$ cat config.mk
export PLATFORM = sky130hd
export DESIGN_NAME = ordered_dither_pack_1bpp
export DESIGN_NICKNAME = d
export VERILOG_FILES = /design/src/rtl/odp1_pkg.sv /design/src/rtl/ordered_dither_pack_1bpp.sv
export VERILOG_INCLUDE_DIRS = /design/src /design/src/rtl
export SDC_FILE = /design/constraint.sdc
export NUM_CORES = 1
export LEC_CHECK = 0
export BUFFER_PORTS_ARGS = -buffer_cell sky130_fd_sc_hd__buf_2
export CAP_MARGIN = 25
export CORE_MARGIN = 4
export CORE_UTILIZATION = 60
export CTS_CLUSTER_SIZE = 40
export DETAILED_ROUTE_END_ITERATION = 12
export PLACE_DENSITY = 0.85
export REMOVE_ABC_BUFFERS = 1
export SETUP_SLACK_MARGIN = 0.2
export SYNTH_ARGS = -nofsm -noshare
export SYNTH_HDL_FRONTEND = slang
export SYNTH_SLANG_ARGS = --single-unit
export TNS_END_PERCENT = 100
$ cat constraint.sdc
create_clock -name clk -period 5.2 [get_ports clk]
set_clock_uncertainty 0.15 [all_clocks]
set_input_delay 1.04 -clock clk [delete_from_list [all_inputs] [get_ports clk]]
set_output_delay 1.04 -clock clk [all_outputs]
set_load 0.005 [all_outputs]
$ cat src/rtl/ordered_dither_pack_1bpp_macros.svh
// Assertion macros for the ordered dither packer.
// Used by ordered_dither_pack_1bpp.sv; expects clk and rst_n in scope.
`ifndef ORDERED_DITHER_PACK_1BPP_MACROS_SVH
`define ORDERED_DITHER_PACK_1BPP_MACROS_SVH

`ifndef SYNTHESIS

// Same-cycle implication, checked out of reset
`define ODP_ASSERT_IMP(lbl, ante, cons) \
  lbl: assert property (@(posedge clk) disable iff (!rst_n) (ante) |-> (cons)) \
    else $error("assertion failed");

// Next-cycle implication, checked out of reset
`define ODP_ASSERT_NXT(lbl, ante, cons) \
  lbl: assert property (@(posedge clk) disable iff (!rst_n) (ante) |=> (cons)) \
    else $error("assertion failed");

`else

`define ODP_ASSERT_IMP(lbl, ante, cons)
`define ODP_ASSERT_NXT(lbl, ante, cons)

`endif

`endif

$ cat src/rtl/odp1_pkg.sv
// Package for the ordered dither packer: Bayer threshold table and register indexes.
// No dependencies.
package odp1_pkg;

  // Configuration register indexes
  typedef enum logic [1:0] {
    REG_IMAGE_WIDTH  = 2'd0,
    REG_IMAGE_HEIGHT = 2'd1,
    REG_MATRIX_MODE  = 2'd2
  } cfg_reg_t;

  localparam logic [15:0] RST_IMAGE_WIDTH  = 16'd512;
  localparam logic [15:0] RST_IMAGE_HEIGHT = 16'd1;
  localparam logic        RST_MATRIX_MODE  = 1'b1;

  typedef logic [7:0] bayer_row_t [8];

  // 8x8 Bayer thresholds; the top-left quarter is the 4x4 matrix
  localparam bayer_row_t BAYER_8X8 [8] = '{
    '{8'd0,   8'd128, 8'd32,  8'd160, 8'd8,   8'd136, 8'd40,  8'd168},
    '{8'd192, 8'd64,  8'd224, 8'd96,  8'd200, 8'd72,  8'd232, 8'd104},
    '{8'd48,  8'd176, 8'd16,  8'd144, 8'd56,  8'd184, 8'd24,  8'd152},
    '{8'd240, 8'd112, 8'd208, 8'd80,  8'd248, 8'd120, 8'd216, 8'd88},
    '{8'd12,  8'd140, 8'd44,  8'd172, 8'd4,   8'd132, 8'd36,  8'd164},
    '{8'd204, 8'd76,  8'd236, 8'd108, 8'd196, 8'd68,  8'd228, 8'd100},
    '{8'd60,  8'd188, 8'd28,  8'd156, 8'd52,  8'd180, 8'd20,  8'd148},
    '{8'd252, 8'd124, 8'd220, 8'd92,  8'd244, 8'd116, 8'd212, 8'd84}
  };

  function automatic logic [7:0] bayer_threshold(input logic [2:0] row,
                                                 input logic [2:0] col);
    bayer_threshold = BAYER_8X8[row][col];
  endfunction

endpackage

$ cat src/rtl/ordered_dither_pack_1bpp.sv
// Ordered (Bayer) dither with 1-bit-per-pixel packing, top level.
// Depends on odp1_pkg and ordered_dither_pack_1bpp_macros.svh.
//
// Usage:
//   Grey pixels (8 bits) arrive in raster order on the in_ stream. Each is
//   compared against a Bayer threshold picked by row and column (8x8 table,
//   or its 4x4 top-left quarter). Dots are packed MSB-first, eight to a byte,
//   and a byte is sent on the out_ stream when full or when a row ends (the
//   partial byte padded with zeros). out_tlast marks the end of a row,
//   out_tuser the end of the last row of the image.
//   A pixel that closes a byte shows its byte in the cycle after its
//   transfer. Throughput: one pixel per cycle, set by the single output
//   register; in_tready drops only while that register holds a byte the
//   receiver has not taken. When the receiver stalls, the byte is held.
//   Reset clears the column, row and packing state and loads the register
//   defaults: width 512, height 1, 8x8 matrix. Write cfg_ only while idle.
`include "ordered_dither_pack_1bpp_macros.svh"

module ordered_dither_pack_1bpp (
  input  logic        clk,
  input  logic        rst_n,
  // Configuration write port
  input  logic        cfg_we,
  input  logic [1:0]  cfg_index,
  input  logic [15:0] cfg_wdata,
  // Pixel input stream
  input  logic        in_tvalid,
  output logic        in_tready,
  input  logic [7:0]  in_tdata,   // [7:0] grey_level
  // Packed byte output stream
  output logic        out_tvalid,
  input  logic        out_tready,
  output logic [7:0]  out_tdata,  // [7:0] packed_byte
  output logic        out_tlast,  // row_last
  output logic        out_tuser   // [0] image_last
);

  import odp1_pkg::*;

  // Configuration registers
  logic [15:0] width_r;
  logic [15:0] height_r;
  logic        mode_r;

  // Scan and packing state
  logic [15:0] col_r, col_nxt;
  logic [15:0] row_r, row_nxt;
  logic [7:0]  acc_r, acc_nxt;
  logic [2:0]  pos_r, pos_nxt;

  // Output register
  logic        out_valid_r, out_valid_nxt;
  logic [7:0]  out_byte_r;
  logic        out_row_last_r;
  logic        out_img_last_r;

  logic        in_xfer;
  logic        out_xfer;
  logic [15:0] last_col;
  logic [15:0] last_row;
  logic        row_end;
  logic        image_end;
  logic        byte_full;
  logic        emit;
  logic [2:0]  tbl_row;
  logic [2:0]  tbl_col;
  logic [7:0]  threshold;
  logic        dot;
  logic [7:0]  acc_with_dot;

  assign in_tready = !out_valid_r || out_tready;
  assign in_xfer   = in_tvalid && in_tready;
  assign out_xfer  = out_valid_r && out_tready;

  // Configuration writes
  always_ff @(posedge clk) begin
    if (!rst_n) begin
      width_r  <= RST_IMAGE_WIDTH;
      height_r <= RST_IMAGE_HEIGHT;
      mode_r   <= RST_MATRIX_MODE;
    end else if (cfg_we) begin
      case (cfg_index)
        REG_IMAGE_WIDTH:  width_r  <= cfg_wdata;
        REG_IMAGE_HEIGHT: height_r <= cfg_wdata;
        REG_MATRIX_MODE:  mode_r   <= cfg_wdata[0];
        default: ;
      endcase
    end
  end

  // Row and image end; a zero register acts as 65536
  assign last_col  = width_r - 16'd1;
  assign last_row  = height_r - 16'd1;
  assign row_end   = col_r >= last_col;
  assign image_end = row_end && (row_r >= last_row);
  assign byte_full = pos_r == 3'd7;
  assign emit      = byte_full || row_end;

  // Threshold lookup and dot decision
  assign tbl_row      = mode_r ? row_r[2:0] : {1'b0, row_r[1:0]};
  assign tbl_col      = mode_r ? col_r[2:0] : {1'b0, col_r[1:0]};
  assign threshold    = bayer_threshold(tbl_row, tbl_col);
  assign dot          = in_tdata <= threshold;
  assign acc_with_dot = dot ? (acc_r | (8'h80 >> pos_r)) : acc_r;

  // Next state for one pixel transfer and for the output handshake
  always_comb begin
    col_nxt       = col_r;
    row_nxt       = row_r;
    acc_nxt       = acc_r;
    pos_nxt       = pos_r;
    out_valid_nxt = out_valid_r && !out_xfer;
    if (in_xfer) begin
      if (row_end) begin
        col_nxt = '0;
        row_nxt = image_end ? '0 : row_r + 16'd1;
      end else begin
        col_nxt = col_r + 16'd1;
      end
      if (emit) begin
        acc_nxt       = '0;
        pos_nxt       = '0;
        out_valid_nxt = 1'b1;
      end else begin
        acc_nxt = acc_with_dot;
        pos_nxt = pos_r + 3'd1;
      end
    end
  end

  always_ff @(posedge clk) begin
    if (!rst_n) begin
      col_r       <= '0;
      row_r       <= '0;
      acc_r       <= '0;
      pos_r       <= '0;
      out_valid_r <= 1'b0;
    end else begin
      col_r       <= col_nxt;
      row_r       <= row_nxt;
      acc_r       <= acc_nxt;
      pos_r       <= pos_nxt;
      out_valid_r <= out_valid_nxt;
    end
  end

  // Output payload, loaded when a byte is emitted
  always_ff @(posedge clk) begin
    if (in_xfer && emit) begin
      out_byte_r     <= acc_with_dot;
      out_row_last_r <= row_end;
      out_img_last_r <= image_end;
    end
  end

  assign out_tvalid = out_valid_r;
  assign out_tdata  = out_byte_r;
  assign out_tlast  = out_row_last_r;
  assign out_tuser  = out_img_last_r;

  // Checks
  `ODP_ASSERT_IMP(a_img_end_is_row_end, out_valid_r && out_img_last_r, out_row_last_r)
  `ODP_ASSERT_NXT(a_emit_clears_pack, in_xfer && emit, acc_r == 8'd0 && pos_r == 3'd0)
  `ODP_ASSERT_NXT(a_row_end_clears_col, in_xfer && row_end, col_r == 16'd0)
  `ODP_ASSERT_IMP(a_ready_when_empty, !out_valid_r, in_tready)

endmodule
**After elaboration in Yosys (flattened, before gate mapping)**

Memory sizes are Yosys's and may differ from the RTL's.
Index checks and enable logic that the tools add are counted.

- Add/subtract/negate cells: 5
- $lt $le $gt $ge: 5
- Eq/ne operators: 3
- Shift operators: 1
- Multiplexer cells: 14
- Bitwise gates (word level): 3
- Reduce and logical (&&, ||, !) cells: 14

Operator list:

| cell | number |
|---|---|
| $mux 64 | 2 |
| $add 16x1->16 const B | 2 |
| $ge 16x16->1 | 2 |
| $mux 16 | 2 |
| $mux 8 | 4 |
| $sub 16x1->16 const B | 2 |
| $bmux 8 s3 | 1 |
| $mux 3 | 3 |
| $ge 4x4->1 const B | 2 |
| $le 8x8->1 | 1 |
| $not 3->4 | 2 |
| $or 8x8->8 | 1 |
| $reduce_and 2->1 | 4 |
| $shr 8x3->8 const A | 1 |
| $logic_and 1x1->1 | 5 |
| $add 3x1->3 const B | 1 |
| $eq 3x3->1 const B | 1 |
| $eq 2x1->1 const B | 1 |
| $eq 2x2->1 const B | 1 |
| $logic_not 1->1 | 2 |
| $logic_not 2->1 | 1 |
| $logic_or 1x1->1 | 2 |
| $mux 1 | 2 |

- Flip-flop bits (word level): 87
- ROM bits: 512
- Output and inout bits: 12
- Word-level logic and storage cells: 57
- Memories kept: 1

Memories:

| name | depth | bits a word | read ports | clocked after memory_dff | write ports | line | text |
|---|---|---|---|---|---|---|---|
| (no name shown) | 8 | 64 | 1 | 0 | 0 | odp1_pkg.sv:32 | `bayer_threshold = BAYER_8X8[row][col];` |

**Longest topological paths before layout**

Gate-level depths: netlist of the first run.

- Depth after elaboration: 11
- Mapped depth: 15
- Depth with buffers taken out: 13

**Worst setup path before layout of the first run**

No wires, ideal clock.

- Path kind: register -> register
- Start point: register width_r[6]
- End point: register acc_r[1]
- Arrival: 3521 ps
- Setup slack: 1412 ps
- Cell stages (with the launch flop): 13
- Clock period less this slack: 3788 ps
- Path through: dfxtp_1 > or4_1 > or3_1 > nor4_1 > xnor2_1 > ha_1 > nand4_1 > nor3_1 > nand4b_1 > a41oi_1 > nand2b_1 > buf_2 > nor2_1

- Word-level cells in the longest chain between the ends: 4

RTL lines:

| what | line | text |
|---|---|---|
| start, declared | ordered_dither_pack_1bpp.sv:41 | `logic [15:0] width_r;` |
| start signal, assigned | ordered_dither_pack_1bpp.sv:83 | `REG_IMAGE_WIDTH: width_r <= cfg_wdata;` |
| $sub 16x1->16 | ordered_dither_pack_1bpp.sv:92 | `assign last_col = width_r - 16'd1;` |
| $ge 16x16->1 | ordered_dither_pack_1bpp.sv:94 | `assign row_end = col_r >= last_col;` |
| $logic_or 1x1->1 | ordered_dither_pack_1bpp.sv:97 | `assign emit = byte_full \|\| row_end;` |
| $mux 8 | ordered_dither_pack_1bpp.sv:120 | `if (emit) begin` |
| end signal, assigned | ordered_dither_pack_1bpp.sv:141 | `acc_r <= acc_nxt;` |
| end, declared | ordered_dither_pack_1bpp.sv:48 | `logic [7:0] acc_r, acc_nxt;` |

Every way passes these cells.
A chain may end at the register's enable or synchronous reset.

**Worst setup path in the final report of the first run**

- Start point: register width_r[2]
- End point: register col_r[13]

- Word-level cells in the longest chain between the ends: 3

RTL lines:

| what | line | text |
|---|---|---|
| $sub 16x1->16 | ordered_dither_pack_1bpp.sv:92 |  |
| $ge 16x16->1 | ordered_dither_pack_1bpp.sv:94 |  |
| $mux 16 | ordered_dither_pack_1bpp.sv:114 | `if (row_end) begin` |
| end signal, assigned | ordered_dither_pack_1bpp.sv:139 | `col_r <= col_nxt;` |
| end, declared | ordered_dither_pack_1bpp.sv:46 | `logic [15:0] col_r, col_nxt;` |

Every way passes these cells.

==> results.md, run 1 <==
- CTS tree: done
- HPWL after detailed placement: 8.24 mm
- Final core utilization: 0.677
- Top cells by area, synth: dfxtp_1 (30%), ha_1 (12%), nand2_1 (8.4%)
- Status: finished clean
- Post-synth top area share: 0.303
- Leakage power: around 2.2 nW
- Pwr dens: between 200 and 300 nW/um2
- Post-route ant nets: 0
- Netlist cell types: 58
- Post-CTS Repair Setup Buffers: 0
- Full die area: between 10000 and 15000 um2
- R2R depth: 12
- Main synth FF type: dfxtp_1
- Reg2reg end: col_r[13]
- Crit path max fanout: 17
- RSZ-0062 raised after global routing: no
- Tot Pwr: ~1.4 mW
- Kind of end point of the critical path: flip-flop
- Via/cell ratio: 5.86
- CP Cell Sequence: nor4_1 -> nand2_1 -> or3_1 -> nor4_1 -> xnor2_1 -> ha_1 -> a21oi_1 -> nand2_1 -> a221oi_2 -> a31o_1 -> nand2_2 -> nor2_1
- R2R Setup Slk: 1080 ps
- Max Cap Violations: 0
- Critical path's top delay family: simple AND/OR/NAND/NOR gates
- Int Pwr: about 1.0 mW
- Clk sinks: 87
- Setup_tns: 0 ps
- Startpoint Class: flip-flop
- Logic gate share of total power: 0.135
- Die W: roughly 100 um
- Buffer depth of the longest clock path: 2
- Max-slew violation count: 0
- Hold depth: 2
- PortBufs: between 40 and 50
- N_diodes: 0
- Worst Hold Class: flip-flop to flip-flop
- Critical path class: flip-flop to flip-flop
- Peak supply drop: 150 uV
- NetSw: approximately 370 uW
- Clk root buf: clkbuf_8
- Layout cells sized above 1: 0.120
- Commonest cells post-synth: nand2_1 (114), dfxtp_1 (77), ha_1 (48), nor2_1 (43), a21boi_0 (31)
- Seq pwr share: 0.501
- RD Place Congestion: ~0.80
- H-tree Lvls: 3
- # resized after CTS: 0
- Synth-to-layout area growth: 9.29%
- Die height: approximately 100 um
- Final Hold Vio Count: 0
- Placed Area: 5350 um2
- Pre-CTS setup slack: between 1000 and 1500 ps
- Max-slew headroom: 0.333
- Vias in the first global route: between 4000 and 5000
- Hold endpoint: acc_r[0]
- Clk network pwr share: 0.363
- Final wirelength: 11.0 mm
- Clock transition at the registers of the reported paths: 90 ps
- Gr ovfl total: 0
- Period utilization: 0.793
- Top-count cell post-synth: nand2_1
- EDFF count, synth: 10
- Total track usage: 0.228
- Top cell type by total area after synthesis: dfxtp_1
- First-pass detailed-route iteration total: 5
- Yosys warns: 0
- Maximum number of pins on one net before global-route repair: 36
- Core Area: about 8200 um2
- Drt wl/cell: 14.9 um
- Cts-stage hold buffer count: 0
- I/O pin count: 43
- Synth Cell Area: approximately 5000 um2
- Synthesis-stage register bit count: a little under 90
- Final Worst Setup Slack: approximately 1100 ps
- Initial antenna violation count: 0
- Achievable Freq: roughly 0.24 GHz
- Slowest cell on the critical path: a31o_1
- Crit path time final: around 4100 ps
- Crit path largest cell delay: 650 ps
- Final setup violating endpoints: 0
- Final #Nets: slightly above 700
- WP data required: 5330 ps
- Standard-cell rows: 33
- Initial core utilization: 0.620
- Design area: 5560 um2
- Sw Share: 0.261
- Mapped Cells: about 600
- Syn avg cell area: ~8.5 um2
- Initial DRC count: around 220
- Post-synthesis sequential area ratio: 0.362
- HP Start: acc_r[0]
- Crit path DAT: 4260 ps
- First-pass GRT wire length: ~19 mm
- Crit path buf inv count: 0
- Detailed-route DRC error count: 0
- Worst-Margin Slew: about 1000 ps
- Total number of vias: 4333
- CTS Buf Count: 9
- FF-to-FF Start: width_r[2]
- Worst-Skew Late Latency: 360 ps
- Async SR Flop Fraction: 0
## registers in the layout, indices dropped and copies added (netlist names)
name / cells
pos_r: 3
col_r: 16
out_tdata: 8
width_r: 16
mode_r: 1
row_r: 16
height_r: 16
out_tlast: 1
acc_r: 8
out_tuser: 1
out_tvalid: 1
## final cells by class
| cell class | count | area [um2] |
|---|---|---|
| multi-input combinational | 467 | 3070 |
| fill | 677 | 2650 |
| sequential | 87 | 1840 |
| timing repair buffer | 45 | 233 |
| tap | 105 | 131 |
| clock buffer | 10 | 128 |
| clock inverter | 6 | 86.3 |
| inverter | 19 | 71.3 |
## layout by cell type, fill, tap and decap left out, types with 2 or more instances in the layout
master,count
xor2_1,19
clkinv_4,2
buf_2,42
nor3_1,10
bufinv_16,2
nand2_2,2
o22ai_2,3
nand2b_1,8
nor3b_2,2
a21o_1,12
nand3_1,25
ha_1,48
nand4_1,9
nand2_1,114
a21boi_1,2
or4_1,4
inv_1,19
clkbuf_8,9
nor4_1,6
and3_1,7
or3b_2,3
nor2_1,43
and2_1,3
buf_4,3
o21ai_1,2
o211ai_1,2
a21oi_1,25
o21ai_0,3
a31oi_1,10
xnor2_1,28
edfxtp_1,10
o22ai_1,9
a21boi_0,31
dfxtp_1,77
nand3b_1,11
or3_1,3
## power groups by stage
stage                     clock (mW)  sequential, mW  combinational (mW)
final                          0.513           0.708               0.191
after global routing           0.554           0.711               0.214
after CTS                      0.519           0.708               0.191
after detailed placement           0           0.724               0.188
after global placement             0           0.723               0.179
after floorplan                    0           0.719               0.132
## cell families (layout without fill, tap and decap cells)
| family | count (synthesis) | in the layout | synth area share |
|---|---|---|---|
| compound gates | 110 | 110 | 0.155 |
| xor+xnor | 47 | 47 | 0.0809 |
| fa+ha+maj | 48 | 48 | 0.118 |
| buf+inv | 42 | 80 | 0.0356 |
| flops | 87 | 87 | 0.362 |
| mux | 1 | 1 | 0.00197 |
| simple gates | 261 | 261 | 0.247 |
## stage by stage
| step | hold slack, ps | std cells |
|---|---|---|
| after global placement | 289 | 723 |
| after global routing | 348 | 739 |
| final | 316 | 739 |
| after detailed placement | 303 | 723 |
| after CTS | 314 | 739 |
| after floorplan | 266 | 573 |
## worst reg2reg max path, cell delays in order (launching register included)
cell,delay (ps)
dfxtp_1,360
nor4_1,350
nand2_1,180
or3_1,410
nor4_1,280
xnor2_1,170
ha_1,280
a21oi_1,150
nand2_1,80
a221oi_2,430
a31o_1,650
nand2_2,350
nor2_1,210
## layer usage
metal	vias up	GRT usage	routed length, um
met5	-	0	0
met1	2042	0.278	4810
met4	0	0.0964	299
li1	2154	-	-
met3	26	0.0396	591
met2	111	0.396	5280
## worst max path at each step
stage                      from   endpoint  slack [ps]  cells past startpoint
floorplan            width_r[6]   pos_r[2]        1380                     11
global placement    height_r[2]   row_r[3]        1300                     14
detailed placement   width_r[2]   col_r[1]        1120                     12
CTS                  width_r[2]  col_r[13]        1040                     12
global route         width_r[2]   col_r[1]         720                     12
finish               width_r[2]  col_r[13]        1080                     12
Power figures use the tool's default switching activity.
==> inputs of run 2 (changes only) <==
==> constraint.sdc (replaced) <==
create_clock -name clk -period 4.3 [get_ports clk]
set_clock_uncertainty 0.15 [all_clocks]
set_input_delay 0.86 -clock clk [delete_from_list [all_inputs] [get_ports clk]]
set_output_delay 0.86 -clock clk [all_outputs]
set_load 0.005 [all_outputs]
==> run 2 against run 1 <==
Critical path depth up 1. Die area unchanged. Non-clock buffer count up 1. Power up 21%. Clock-buffer cell count down 1.
==> results.md, run 2 (synthesis results as in run 1) <==
- HP Start: acc_r[6]
- Most frequent cells in the layout: nand2_1 (114), dfxtp_1 (77), ha_1 (48), nor2_1 (43), buf_2 (42)
- Vias in the first global route: 4231 (+0.21%)
- Via/cell ratio: 5.82 (-0.69%)
- Pwr dens: 306 nW/um2 (+21%)
- Critical Path Start: height_r[2]
- Max-slew violation count: 0 (unchanged)
- Full die area: 10000 um2 (unchanged)
- N_diodes: 0 (unchanged)
- Final setup violating endpoints: 0 (unchanged)
- Hold depth: 2 (unchanged)
- Standard-cell rows: 33 (unchanged)
- Total track usage: 0.230 (+0.00252)
- RD Place Congestion: 0.880 (+10%)
- Status: finished clean
- HPWL after detailed placement: 8.54 mm (+3.7%)
- Max Cap Violations: 0 (unchanged)
- Crit path time final: 3840 ps (-279 ps)
- Startpoint Class: flip-flop
- RSZ-0062 raised after global routing: yes
- Maximum number of pins on one net before global-route repair: 36 (unchanged)
- Final #Nets: 709 (+0.14%)
- First-pass GRT wire length: 18.9 mm (+1.1%)
- Gr ovfl total: 0 (unchanged)
- Peak supply drop: 196 uV (+30%)
- R2R depth: 13 (+1)
- Met3 global-route usage: 0.0354 (-0.00417)
- Setup_tns: 0 ps (unchanged)
- First-pass detailed-route iteration total: 5 (unchanged)
- Buffer depth of the longest clock path: 2 (unchanged)
- Period utilization: 0.894 (+0.101)
- CTS tree: done
- Crit path max fanout: 13 (-4)
- Clk sinks: 87 (unchanged)
- Slowest cell on the critical path: or3_1
- Final wirelength: 11.2 mm (+2.2%)
- Commonest non-fill, non-tap cell in the layout: nand2_1
- Grt met2 use: 0.398 (+0.00154)
- Achievable Freq: 0.260 GHz (+7.3%)
- H-tree Lvls: 3 (unchanged)
- Detailed-route DRC error count: 0 (unchanged)
- Final Hold Vio Count: 0 (unchanged)
- Synth-to-layout area growth: 9.71%
- Drt wl/cell: 15.2 um (+2.1%)
- Cts-stage hold buffer count: 0 (unchanged)
- Pre-CTS setup slack: 415 ps (-709 ps)
- Kind of end point of the critical path: flip-flop
- Leakage power: 2.24 nW (+0.24%)
- FF-to-FF Start: height_r[2]
- CTS Buf Count: 9 (unchanged)
- Initial DRC count: 261 (+18%)
- Core Area: 8220 um2 (unchanged)
- Die W: 100 um (unchanged)
- Fin Hold WS: 338 ps (+22.4 ps)
- Initial antenna violation count: 0 (unchanged)
- Final Worst Setup Slack: 455 ps (-621 ps)
- Total number of vias: 4309 (-0.55%)
- M1 GR Usage: 0.297 (+0.0193)
- Post-route ant nets: 0 (unchanged)
- Worst-Margin Slew: 941 ps (-55.0 ps)
- GRT Max-Usage Layer: met2
- Max-slew headroom: 0.370 (+0.0368)
- Crit path largest cell delay: 420 ps (-230 ps)
- Initial core utilization: 0.620 (unchanged)
- Layout cells sized above 1: 0.124 (+0.00454)
- CP Cell Sequence: or3_1 -> nor3_1 -> nand2b_1 -> nand2b_1 -> nor3_1 -> xnor2_1 -> ha_1 -> and4_4 -> and3_4 -> a221o_1 -> a41oi_4 -> nand2_2 -> o32ai_2
- Clk root buf: clkbuf_8
- Critical path class: flip-flop to flip-flop
- I/O pin count: 43 (unchanged)
- WP data required: 4420 ps (-910 ps)
- Worst-Skew Late Latency: 360 ps (about the same)
- PortBufs: 42 (unchanged)
- Worst Hold Class: flip-flop to flip-flop
- Die height: 100 um (unchanged)
- Clock transition at the registers of the reported paths: 90 ps (about the same)
- Crit path DAT: 3960 ps (-300 ps)
[run 2: cell count changes in the layout (fill, tap and decap cells not counted), sizes merged]
cell	delta
buf	+1
clkbuf	-1
inv	+1
[run 2: power breakdown]
group          switching (mW)  internal [mW]  total (mW)
clock network           0.296          0.324       0.620
logic                   0.132          0.100       0.232
registers              0.0203          0.837       0.857
[run 2: final timing paths]
path	slack (ps)	to
min	340	acc_r[6]
min reg2reg	340	acc_r[6]
max	460	row_r[3]
max reg2reg	460	row_r[3]
[run 2: final cells by class]
class / instances / area, um2
multi-input cells: 467 / 3090
repair buffers: 46 / 240
well taps: 105 / 131
flip-flops and latches: 87 / 1840
fillers: 654 / 2630
clock buffers: 9 / 124
clock inverters: 7 / 86.3
inverters: 19 / 71.3
[run 2: critical path: cells and delay by family (launching register included)]
kind / cells / cell delay, ps
XOR/XNOR: 1 / 150
AND/OR/NAND/NOR: 8 / 1860
flip-flops: 1 / 360
AO/OA/AOI/OAI: 3 / 990
adder cells (fa/ha/maj): 1 / 260
[run 2: timing repair]
item,in CTS,in global routing
setup endpoints to repair,0,24
gates resized for setup,0,3
buffers inserted,0,0
endpoints found under the hold margin,0,0
[run 2: per-layer routing]
| metal | part of all wire | up-vias | routed length, um |
|---|---|---|---|
| met1 | 0.45 | 2016 | 5080 |
| met5 | 0 | - | 0 |
| li1 | - | 2149 | - |
| met2 | 0.47 | 128 | 5320 |
| met4 | 0.012 | 0 | 140 |
| met3 | 0.062 | 16 | 693 |
[run 2: through the flow]
step | total power, mW | instance area [um2] | std cells | utilization
after floorplan | 1.03 | 4980 | 573 | -
after global placement | 1.09 | 5360 | 724 | 0.652
after detailed placement | 1.10 | 5360 | 724 | 0.652
after CTS | 1.71 | 5570 | 740 | 0.678
after global routing | 1.78 | 5590 | 740 | 0.680
final | 1.71 | 5590 | 740 | 0.680
